## src/hdl/scr_pkg.sv

```systemverilog
`timescale 1ns / 1ps
// Shared types and constants for the sequenced chunk reassembler.
// No dependencies; imported by every module of the block.
package scr_pkg;

	localparam int MAX_BUFFER   = 4096;
	localparam int HEADER_BYTES = 7;
	localparam int MAX_PACKET   = 250;

	localparam int CAP_W   = 13;
	localparam int LEN_W   = 12;
	localparam int BYTE_W  = 8;
	localparam int SEQ_W   = 16;
	localparam int TOTAL_W = 32;
	localparam int MODE_W  = 2;
	localparam int IDX_W   = 2;

	localparam int QDEPTH  = 4;
	localparam int QPTR_W  = $clog2(QDEPTH);
	localparam int QCNT_W  = $clog2(QDEPTH + 1);

	localparam logic [MODE_W-1:0] MODE_BYTE   = 2'd0;
	localparam logic [MODE_W-1:0] MODE_ARM    = 2'd1;
	localparam logic [MODE_W-1:0] MODE_DISARM = 2'd2;

	localparam logic [IDX_W-1:0] REG_CAPACITY = 2'd0;
	localparam logic [IDX_W-1:0] REG_START    = 2'd1;
	localparam logic [IDX_W-1:0] REG_CHUNK    = 2'd2;
	localparam logic [IDX_W-1:0] REG_END      = 2'd3;

	localparam logic [CAP_W-1:0]  CAP_MAX   = CAP_W'(MAX_BUFFER);
	localparam logic [BYTE_W-1:0] HDR_LEN   = BYTE_W'(HEADER_BYTES);
	localparam logic [BYTE_W-1:0] HDR_LAST  = BYTE_W'(HEADER_BYTES - 1);
	localparam logic [BYTE_W-1:0] PKT_MAX   = BYTE_W'(MAX_PACKET);

	typedef enum logic [1:0] {
		KIND_WRITE = 2'd0,
		KIND_TERM  = 2'd1,
		KIND_DONE  = 2'd2
	} kind_t;

	typedef enum logic [3:0] {
		CLS_NONE  = 4'b0001,
		CLS_START = 4'b0010,
		CLS_CHUNK = 4'b0100,
		CLS_END   = 4'b1000
	} pkt_class_t;

	// One queue entry: the results caused by one input byte.
	typedef struct packed {
		logic               wr;
		logic [BYTE_W-1:0]  wr_data;
		logic [LEN_W-1:0]   wr_addr;
		logic               end_en;
		kind_t              end_kind;
		logic [LEN_W-1:0]   end_len;
		logic [TOTAL_W-1:0] total;
	} cmd_t;

endpackage

```

## src/hdl/scr_front.sv

```systemverilog
`timescale 1ns / 1ps
// Front end: configuration registers, packet header parsing and reassembly state.
// Produces one queue entry per byte that causes results. Depends on scr_pkg.
module scr_front (
	input  logic                         clk,
	input  logic                         arst_n,
	input  logic                         cfg_write,
	input  logic [scr_pkg::IDX_W-1:0]    cfg_index,
	input  logic [scr_pkg::CAP_W-1:0]    cfg_data,
	input  logic                         take,
	input  logic [scr_pkg::MODE_W-1:0]   mode,
	input  logic [scr_pkg::BYTE_W-1:0]   data_byte,
	input  logic                         first_byte,
	input  logic [scr_pkg::BYTE_W-1:0]   packet_length,
	output logic                         rec_valid,
	output scr_pkg::cmd_t                rec
);
	import scr_pkg::*;

	logic [CAP_W-1:0]   capacity_q;
	logic [BYTE_W-1:0]  start_code_q, chunk_code_q, end_code_q;
	logic [BYTE_W-1:0]  bp_q, cl_q, ptype_q;
	logic [SEQ_W-1:0]   pseq_q, exp_q;
	logic [TOTAL_W-1:0] staged_q, total_q;
	logic [LEN_W-1:0]   rl_q;
	logic               armed_q, acc_q;
	pkt_class_t         cls_q;

	logic [CAP_W-1:0]   cap;
	logic [BYTE_W-1:0]  len_clamp, bp_eff, cl_eff, pos, plen;
	logic               acc_eff, is_byte, active, wr, hdr_done, end_en;
	pkt_class_t         cls_eff, cls_new;
	logic               acc_new;
	logic [SEQ_W-1:0]   exp_new;
	logic [TOTAL_W-1:0] total_new, staged_full;
	logic [LEN_W-1:0]   rl_new;

	always_comb begin
		cap = (capacity_q > CAP_MAX) ? CAP_MAX : capacity_q;
		len_clamp = (packet_length > PKT_MAX) ? PKT_MAX : packet_length;
		if (len_clamp < HDR_LEN) begin
			len_clamp = '0;
		end
		bp_eff  = first_byte ? '0 : bp_q;
		cl_eff  = first_byte ? len_clamp : cl_q;
		acc_eff = first_byte ? 1'b0 : acc_q;
		cls_eff = first_byte ? CLS_NONE : cls_q;

		is_byte  = (mode == MODE_BYTE);
		active   = is_byte && (bp_eff < cl_eff);
		pos      = bp_eff;
		plen     = cl_eff - HDR_LEN;
		hdr_done = active && (pos == HDR_LAST);
		staged_full = {data_byte, staged_q[23:0]};

		wr = active && (pos >= HDR_LEN) && acc_eff && (({1'b0, rl_q} + CAP_W'(1)) < cap);

		cls_new   = cls_eff;
		acc_new   = acc_eff;
		exp_new   = exp_q;
		total_new = total_q;
		rl_new    = wr ? rl_q + LEN_W'(1) : rl_q;
		// header is complete on its last byte: classify the packet
		if (hdr_done) begin
			acc_new = 1'b0;
			if (ptype_q == start_code_q) begin
				cls_new   = CLS_START;
				total_new = staged_full;
				rl_new    = '0;
				acc_new   = armed_q && (plen != '0) && ({5'b0, plen} < cap);
				exp_new   = pseq_q + SEQ_W'(1);
			end else if (ptype_q == chunk_code_q) begin
				cls_new = CLS_CHUNK;
				if ((pseq_q == exp_q) && armed_q && (plen != '0)) begin
					acc_new = 1'b1;
					exp_new = pseq_q + SEQ_W'(1);
				end
			end else if (ptype_q == end_code_q) begin
				cls_new = CLS_END;
				acc_new = armed_q && (plen != '0);
			end else begin
				cls_new = CLS_NONE;
			end
		end
		end_en = active && ((pos + BYTE_W'(1)) == cl_eff) && (cls_new == CLS_END);

		rec.wr       = wr;
		rec.wr_data  = data_byte;
		rec.wr_addr  = rl_q;
		rec.end_en   = end_en;
		rec.end_kind = (armed_q && ({1'b0, rl_new} < cap)) ? KIND_TERM : KIND_DONE;
		rec.end_len  = rl_new;
		rec.total    = total_new;
		rec_valid    = take && (wr || end_en);
	end

	always_ff @(posedge clk or negedge arst_n) begin
		if (!arst_n) begin
			capacity_q   <= CAP_MAX;
			start_code_q <= 8'd0;
			chunk_code_q <= 8'd1;
			end_code_q   <= 8'd2;
		end else if (cfg_write) begin
			case (cfg_index)
				REG_CAPACITY: capacity_q   <= cfg_data;
				REG_START:    start_code_q <= cfg_data[BYTE_W-1:0];
				REG_CHUNK:    chunk_code_q <= cfg_data[BYTE_W-1:0];
				REG_END:      end_code_q   <= cfg_data[BYTE_W-1:0];
				default:      capacity_q   <= capacity_q;
			endcase
		end
	end

	always_ff @(posedge clk or negedge arst_n) begin
		if (!arst_n) begin
			bp_q     <= '0;
			cl_q     <= '0;
			ptype_q  <= '0;
			pseq_q   <= '0;
			staged_q <= '0;
			total_q  <= '0;
			rl_q     <= '0;
			exp_q    <= '0;
			armed_q  <= 1'b0;
			acc_q    <= 1'b0;
			cls_q    <= CLS_NONE;
		end else if (take) begin
			case (mode)
				MODE_ARM: begin
					rl_q    <= '0;
					total_q <= '0;
					exp_q   <= '0;
					armed_q <= 1'b1;
					bp_q    <= cl_q;
					acc_q   <= 1'b0;
				end
				MODE_DISARM: begin
					armed_q <= 1'b0;
					bp_q    <= cl_q;
					acc_q   <= 1'b0;
				end
				MODE_BYTE: begin
					bp_q    <= active ? pos + BYTE_W'(1) : bp_eff;
					cl_q    <= cl_eff;
					acc_q   <= acc_new;
					cls_q   <= cls_new;
					rl_q    <= rl_new;
					total_q <= total_new;
					exp_q   <= exp_new;
					if (active) begin
						case (pos)
							8'd0:    ptype_q <= data_byte;
							8'd1:    pseq_q  <= {8'd0, data_byte};
							8'd2:    pseq_q  <= {data_byte, pseq_q[7:0]};
							8'd3:    staged_q <= {24'd0, data_byte};
							8'd4:    staged_q <= {16'd0, data_byte, staged_q[7:0]};
							8'd5:    staged_q <= {8'd0, data_byte, staged_q[15:0]};
							8'd6:    staged_q <= staged_full;
							default: staged_q <= staged_q;
						endcase
					end
				end
				default: bp_q <= bp_q;
			endcase
		end
	end

endmodule

```

## src/hdl/scr_queue.sv

```systemverilog
`timescale 1ns / 1ps
// Small register queue between front end and result stage.
// Holds cmd_t entries; depth from scr_pkg::QDEPTH.
module scr_queue (
	input  logic          clk,
	input  logic          arst_n,
	input  logic          wr,
	input  scr_pkg::cmd_t wr_rec,
	input  logic          rd,
	output logic          full,
	output logic          rd_valid,
	output scr_pkg::cmd_t rd_rec
);
	import scr_pkg::*;

	cmd_t              mem_q [QDEPTH];
	logic [QPTR_W-1:0] wr_ptr_q, rd_ptr_q;
	logic [QCNT_W-1:0] count_q;
	logic              do_wr, do_rd;

	assign full     = (count_q == QCNT_W'(QDEPTH));
	assign rd_valid = (count_q != '0);
	assign rd_rec   = mem_q[rd_ptr_q];
	assign do_wr    = wr && !full;
	assign do_rd    = rd && rd_valid;

	always_ff @(posedge clk) begin
		if (do_wr) begin
			mem_q[wr_ptr_q] <= wr_rec;
		end
	end

	always_ff @(posedge clk or negedge arst_n) begin
		if (!arst_n) begin
			wr_ptr_q <= '0;
			rd_ptr_q <= '0;
			count_q  <= '0;
		end else begin
			if (do_wr) begin
				wr_ptr_q <= wr_ptr_q + QPTR_W'(1);
			end
			if (do_rd) begin
				rd_ptr_q <= rd_ptr_q + QPTR_W'(1);
			end
			if (do_wr && !do_rd) begin
				count_q <= count_q + QCNT_W'(1);
			end else if (do_rd && !do_wr) begin
				count_q <= count_q - QCNT_W'(1);
			end
		end
	end

	a_count_bound: assert property (@(posedge clk) disable iff (!arst_n)
		count_q <= QCNT_W'(QDEPTH))
		else $error("queue count exceeds depth");

	a_no_drop: assert property (@(posedge clk) disable iff (!arst_n)
		wr |-> !full)
		else $error("entry offered to a full queue");

endmodule

```

## src/hdl/scr_back.sv

```systemverilog
`timescale 1ns / 1ps
// Result stage: splits a queue entry into one or two results and holds the
// current one in an output register. Depends on scr_pkg.
module scr_back (
	input  logic                         clk,
	input  logic                         arst_n,
	input  logic                         q_valid,
	input  scr_pkg::cmd_t                q_rec,
	output logic                         q_pop,
	input  logic                         pop,
	output logic                         empty,
	output logic [1:0]                   kind,
	output logic [scr_pkg::LEN_W-1:0]    write_address,
	output logic [scr_pkg::BYTE_W-1:0]   write_data,
	output logic [scr_pkg::LEN_W-1:0]    final_length,
	output logic [scr_pkg::TOTAL_W-1:0]  declared_total,
	output logic                         last
);
	import scr_pkg::*;

	logic               out_valid_q, half_q, last_q;
	kind_t              kind_q;
	logic [LEN_W-1:0]   addr_q, fin_q;
	logic [BYTE_W-1:0]  data_q;
	logic [TOTAL_W-1:0] total_q;
	logic               load, take_write;

	assign load       = !out_valid_q || pop;
	// payload write goes out first when an entry carries both results
	assign take_write = q_rec.wr && !half_q;
	assign q_pop      = load && q_valid && !(take_write && q_rec.end_en);

	always_ff @(posedge clk or negedge arst_n) begin
		if (!arst_n) begin
			out_valid_q <= 1'b0;
			half_q      <= 1'b0;
		end else if (load) begin
			out_valid_q <= q_valid;
			if (q_valid) begin
				half_q <= take_write && q_rec.end_en;
			end
		end
	end

	always_ff @(posedge clk) begin
		if (load && q_valid) begin
			total_q <= q_rec.total;
			if (take_write) begin
				kind_q <= KIND_WRITE;
				addr_q <= q_rec.wr_addr;
				data_q <= q_rec.wr_data;
				fin_q  <= q_rec.wr_addr;
				last_q <= !q_rec.end_en;
			end else begin
				kind_q <= q_rec.end_kind;
				addr_q <= q_rec.end_len;
				data_q <= '0;
				fin_q  <= q_rec.end_len;
				last_q <= 1'b1;
			end
		end
	end

	assign empty          = !out_valid_q;
	assign kind           = kind_q;
	assign write_address  = addr_q;
	assign write_data     = data_q;
	assign final_length   = fin_q;
	assign declared_total = total_q;
	assign last           = last_q;

	a_half_has_entry: assert property (@(posedge clk) disable iff (!arst_n)
		half_q |-> q_valid)
		else $error("second half pending without a queue entry");

	a_first_is_write: assert property (@(posedge clk) disable iff (!arst_n)
		(out_valid_q && !last_q) |-> (kind_q == KIND_WRITE))
		else $error("non-final result is not a payload write");

	a_pair_follows: assert property (@(posedge clk) disable iff (!arst_n)
		(out_valid_q && !last_q && pop) |=> (out_valid_q && last_q && kind_q != KIND_WRITE))
		else $error("completion did not follow the payload write of its pair");

endmodule

```

## src/hdl/sequenced_chunk_reassembler_top.sv

```systemverilog
`timescale 1ns / 1ps
// Top level of the sequenced chunk reassembler.
// Instantiates scr_front, scr_queue and scr_back; uses scr_pkg.
//
// Usage:
//   Input channel: present mode/data_byte/first_byte/packet_length with push;
//   a transaction completes on a clock edge with push high and full low.
//   One item per cycle is taken while full is low; mode items and ignored bytes cause nothing.
//   Result channel: while empty is low the oldest result is on the ports;
//   pop high on an edge with empty low takes it. Each input byte causes at
//   most two results (payload write, then completion on the last byte of an
//   end packet); last marks the final result of an input.
//   A result is registered in the queue and then in the output register
//   before it shows on the ports. While the receiver pops, the result side
//   delivers one result per cycle,
//   so sustained input rate is one byte per cycle except when an end packet's
//   last byte adds a second result; the four-entry queue absorbs that and
//   full rises only when the receiver stalls or lags behind.
//   A stalled receiver holds the current result steady; the queue fills and
//   then full holds off the sender, nothing is lost.
//   Configuration: cfg_write with cfg_index/cfg_data writes one register at
//   the edge; write only while the block is idle.
//   Reset (arst_n low) restores register defaults, clears reassembly state,
//   disarms and empties the queue.
module sequenced_chunk_reassembler_top (
	input  logic                         clk,
	input  logic                         arst_n,
	input  logic                         cfg_write,
	input  logic [scr_pkg::IDX_W-1:0]    cfg_index,
	input  logic [scr_pkg::CAP_W-1:0]    cfg_data,
	input  logic                         push,
	output logic                         full,
	input  logic [scr_pkg::MODE_W-1:0]   mode,
	input  logic [scr_pkg::BYTE_W-1:0]   data_byte,
	input  logic                         first_byte,
	input  logic [scr_pkg::BYTE_W-1:0]   packet_length,
	output logic                         empty,
	input  logic                         pop,
	output logic [1:0]                   kind,
	output logic [scr_pkg::LEN_W-1:0]    write_address,
	output logic [scr_pkg::BYTE_W-1:0]   write_data,
	output logic [scr_pkg::LEN_W-1:0]    final_length,
	output logic [scr_pkg::TOTAL_W-1:0]  declared_total,
	output logic                         last
);
	import scr_pkg::*;

	logic take, rec_valid, q_valid, q_pop;
	cmd_t rec, q_rec;

	assign take = push && !full;

	scr_front u_front (
		.clk           (clk),
		.arst_n        (arst_n),
		.cfg_write     (cfg_write),
		.cfg_index     (cfg_index),
		.cfg_data      (cfg_data),
		.take          (take),
		.mode          (mode),
		.data_byte     (data_byte),
		.first_byte    (first_byte),
		.packet_length (packet_length),
		.rec_valid     (rec_valid),
		.rec           (rec)
	);

	scr_queue u_queue (
		.clk      (clk),
		.arst_n   (arst_n),
		.wr       (rec_valid),
		.wr_rec   (rec),
		.rd       (q_pop),
		.full     (full),
		.rd_valid (q_valid),
		.rd_rec   (q_rec)
	);

	scr_back u_back (
		.clk            (clk),
		.arst_n         (arst_n),
		.q_valid        (q_valid),
		.q_rec          (q_rec),
		.q_pop          (q_pop),
		.pop            (pop),
		.empty          (empty),
		.kind           (kind),
		.write_address  (write_address),
		.write_data     (write_data),
		.final_length   (final_length),
		.declared_total (declared_total),
		.last           (last)
	);

endmodule

```

## config.mk

```make
export PLATFORM = sky130hd
export DESIGN_NAME = sequenced_chunk_reassembler_top
export DESIGN_NICKNAME = d
export VERILOG_FILES = /design/src/hdl/scr_pkg.sv /design/src/hdl/scr_front.sv /design/src/hdl/scr_queue.sv /design/src/hdl/scr_back.sv /design/src/hdl/sequenced_chunk_reassembler_top.sv
export SDC_FILE = /design/constraint.sdc
export NUM_CORES = 1
export LEC_CHECK = 0
export ABC_AREA = 1
export BUFFER_PORTS_ARGS = -buffer_cell sky130_fd_sc_hd__buf_2
export CAP_MARGIN = 25
export CORE_MARGIN = 5
export CORE_UTILIZATION = 55
export DETAILED_ROUTE_END_ITERATION = 10
export GPL_TIMING_DRIVEN = 1
export PLACE_DENSITY = 0.75
export SYNTH_ARGS = -nofsm -noshare
export SYNTH_HDL_FRONTEND = slang
export SYNTH_SLANG_ARGS = --single-unit
```

## constraint.sdc

```tcl
create_clock -name clk -period 5.1 [get_ports clk]
set_clock_uncertainty 0.15 [all_clocks]
set_input_delay 0.765 -clock clk [delete_from_list [all_inputs] [get_ports clk]]
set_output_delay 0.765 -clock clk [all_outputs]
set_load 0.05 [all_outputs]
```

==> out/results.tsv <==
stage	metric	value	unit
drt	# DRC	0	
worst_setup_path	crit-path cells	inv_1 -> nor3_2 -> nand4_1 -> or2_2 -> nor2_2 -> xor2_1 -> inv_1 -> ha_1 -> and3_1 -> a21oi_1 -> nand2_1 -> nor3_4 -> nand2_4 -> nand2_1 -> o21ai_0 -> or2_2 -> inv_2 -> ha_1 -> a21oi_1 -> o21a_1 -> o21ai_0 -> a221oi_1 -> nand2_1	
die	Core Region	40800	um2
worst_setup_path	worst path required time	5.25	ns
clock_network	cts bufs inserted	50	
sta	Tcrit/Tclk final	0.920	
worst_hold_path	Hold Path Class	input port to async pin	
drt	TritonRoute pass-1 iters	5	
synthesis	mux cell area share after synthesis	0.00248	
cells_and_area	final instance area	25600	um2
synthesis	Post-synth EDFFs	327	
clock_network	CTS clk-pin slew, worst paths	0.07	ns
sta	endpoints failing setup	0	
drt	Routed WL per cell	19.0	um
die	die height	213	um
placement	I/O Buffers	107	
pwr	PD cells	527	nW/um2
worst_setup_path	Arrival @ worst endpoint	4.84	ns
synthesis	Synth Cell Area	22700	um2
synthesis	register area share after synthesis	0.626	
worst_setup_path	most used cell, CP	nand2_1	
flow_run	max cap viols	0	
synthesis	ys async rst share	0.350	
global_routing	antenna violations before repair	0	
synthesis	syn nets	2286	
global_routing	vias in the first global route	16100	
synthesis	Synth Area in Compound Gates	0.112	
worst_setup_path	Crit path largest cell delay	0.41	ns
pwr	Power Total	13.5	mW
pwr	LEAKAGE	11.0	nW
sta	slew at the pin with the worst max-slew slack	0.928	ns
synthesis	YS warnings	0	
sta	setup ws final	0.406	ns
pwr	Worst VDD drop	357	uV
status	outcome	finished clean	
clock_network	worst-case clock buffer depth	3	
sta	Max-slew headroom	0.381	
die	# rows	74	
cells_and_area	commonest cells after routing, fill and taps aside	nand2_1 (394), edfxtp_1 (327), o21ai_0 (255)	
clock_network	root buffer cell	clkbuf_16	
synthesis	Yosys reg bits	503	
global_routing	total track usage	0.240	
global_routing	first-pass GRT wire length	85800	um
die	num ports	108	
cells_and_area	Syn-to-layout area delta	12.8	%
worst_setup_path	slowest CP cell	dfrtp_2	
worst_setup_path	critical path fanouts, max	8	
synthesis	Syn Area/Cell	10.4	um2
drt	Routed Antenna Nets	0	
synthesis	cell count after synthesis	2192	
drt	vias	16300	
drt	WL final	54400	um
placement	post-DP HPWL	33800	um
cells_and_area	commonest non-fill, non-tap cell in the layout	nand2_1	
sta	Max Fclk	213	MHz
global_routing	largest net degree at the start of global routing	90	
clock_network	H-tree levels	2	
cells_and_area	layout net count	2384	
drt	Avg Vias per Cell	5.68	
cells_and_area	layout cells sized above 1	0.142	
clock_network	CTS Sinks	503	
synthesis	Cell variety after synth	55	
die	Initial Util	0.557	
clock_network	clk_lat worst skew	0.60	ns
clock_network	hold_buf cts	0	
clock_network	CTS tree	yes	
placement	placement-stage worst setup slack	0.173	ns
worst_setup_path	CP Class	flop to flop	
cells_and_area	fillers	3230	
synthesis	Post-Synth Simple-Gate Area	0.157	
drt	drt first-iter violations	1424	
worst_setup_path	crit end category	flop	
die	Die X	213	um
global_routing	total grt overflow	0	
sta	Period minus WS final	4.69	ns
synthesis	XOR/XNOR share of the synthesized area	0.0170	
cells_and_area	ANT cells	0	
placement	final RePlAce weighted congestion	0.914	
placement	DP Area	23900	um2
die	DIE AREA	45500	um2
synthesis	Post-Synth Adder-Cell Area	0.0306	
sta	Final Max Tran Viols	0	
synthesis	Main synth FF type	edfxtp_1	
synthesis	largest family of logic cells by synthesized area	simple AND/OR/NAND/NOR gates	
worst_setup_path	Critical Path Start Type	flop	
sta	final hold violations	0	
-- metrics by stage --
step,cells,setup TNS [ns],hold WS (ns),utilization
2_1_floorplan,2192,-77.49,0.298,-
3_3_place_gp,2768,0,0.311,0.584
3_5_place_dp,2768,0,0.316,0.584
4_1_cts,2862,0,0.112,0.627
5_1_grt,2864,-0.0221,0.149,0.628
6_report,2864,0,0.0692,0.628
-- cell families after synthesis --
family / after synthesis
fa+ha+maj: 55
simple gates: 828
xor+xnor: 44
buf+inv: 304
compound gates: 453
flops: 503
mux: 5
-- registers in the layout (all words and copies together) (netlist names), 12 cells and up --
register,count
u_front.rl_q,12
u_queue.mem_q,272
u_front.staged_q,24
u_front.capacity_q,13
u_front.exp_q,16
u_front.pseq_q,16
u_front.total_q,32
u_back.write_address,12
u_back.declared_total,32
-- layer usage --
metal | track usage | share of wire
met4 | 0.0827 | 0.029
met2 | 0.393 | 0.47
met5 | 0 | 0
met3 | 0.0322 | 0.069
met1 | 0.334 | 0.43
-- worst paths after layout --
check	start	end	slack, ns	cells past startpoint
max	u_front.rl_q[1]$_DFFE_PN0P_	u_queue.mem_q[3][45]$_DFFE_PP_	0.41	23
min	arst_n	u_front.exp_q[10]$_DFFE_PN0P_	0.07	1
max reg2reg	u_front.rl_q[1]$_DFFE_PN0P_	u_queue.mem_q[3][45]$_DFFE_PP_	0.41	23
min reg2reg	u_front.total_q[21]$_DFFE_PN0P_	u_front.total_q[21]$_DFFE_PN0P_	0.33	2
max in group asynchronous	arst_n	u_queue.rd_ptr_q[0]$_DFFE_PN0P_	3.70	2
min in group clk	cfg_data[8]	u_front.capacity_q[8]$_DFFE_PN0P_	0.26	2
-- power by group --
part           internal, mW  switching [mW]  total (mW)  leakage (nW)
Combinational          1.15            3.12        4.27          4.79
Clock                  2.26            1.57        3.83         0.842
Sequential             5.02           0.380        5.40          5.37
Total                  8.44            5.07        13.5          11.0
-- layout make-up --
| type | instances | area, um2 | share of cell area |
|---|---|---|---|
| Sequential cell | 503 | 14200 | 0.555 |
| Multi-Input combinational cell | 1385 | 7320 | 0.286 |
| Clock buffer | 67 | 1380 | 0.0536 |
| Timing Repair Buffer | 147 | 917 | 0.0358 |
| Inverter | 203 | 769 | 0.0300 |
| Tap cell | 532 | 666 | 0.0260 |
| Clock inverter | 27 | 353 | 0.0138 |
-- cells in the mapped netlist (3+ instances only) --
library cell  number  share of area
a31oi_1           12         0.0033
nand2_4            7         0.0035
o21ai_0          255          0.056
dfrtp_1          172           0.19
buf_2              9         0.0020
o22ai_1           74          0.020
inv_1            194          0.032
nand3_1           88          0.019
nand2_2            4         0.0011
o21ai_1           12         0.0026
clkbuf_1          68          0.011
buf_1              4        0.00066
nor2_4             6         0.0030
nor4_1             3        0.00083
edfxtp_1         327           0.43
nor2_1           258          0.043
nand3_2            4         0.0018
o21ai_2           22         0.0085
buf_6              6         0.0030
nand2_1          394          0.065
buf_4             14         0.0046
nor3_1            17         0.0037
a211oi_1           4         0.0013
nor2_2             8         0.0022
nor3_4             3         0.0021
o21a_1             4         0.0013
xor2_1            25         0.0096
dfstp_2            4         0.0046
or2_2             10         0.0028
inv_2              6        0.00099
ha_1              54          0.030
xnor2_1           19         0.0073
nor3b_1            3        0.00099
a22oi_1            7         0.0023
a21oi_1           54          0.012
nand4_1           15         0.0041
mux2_2             5         0.0025
-- critical path, delay by kind of cell (launching register included) --
kind                     cells  cell delay, ns
buffers and inverters        3            0.26
adder cells (fa/ha/maj)      2            0.55
AND/OR/NAND/NOR             11            2.06
XOR/XNOR                     1            0.18
flip-flops                   1            0.41
AO/OA/AOI/OAI                6            0.77
-- what timing repair did --
action / in CTS / in global routing
resized for setup: 0 / 13
setup endpoints to repair: 0 / 8
setup buffers: 0 / 2
No activity file was read; power rests on OpenSTA's default activity.
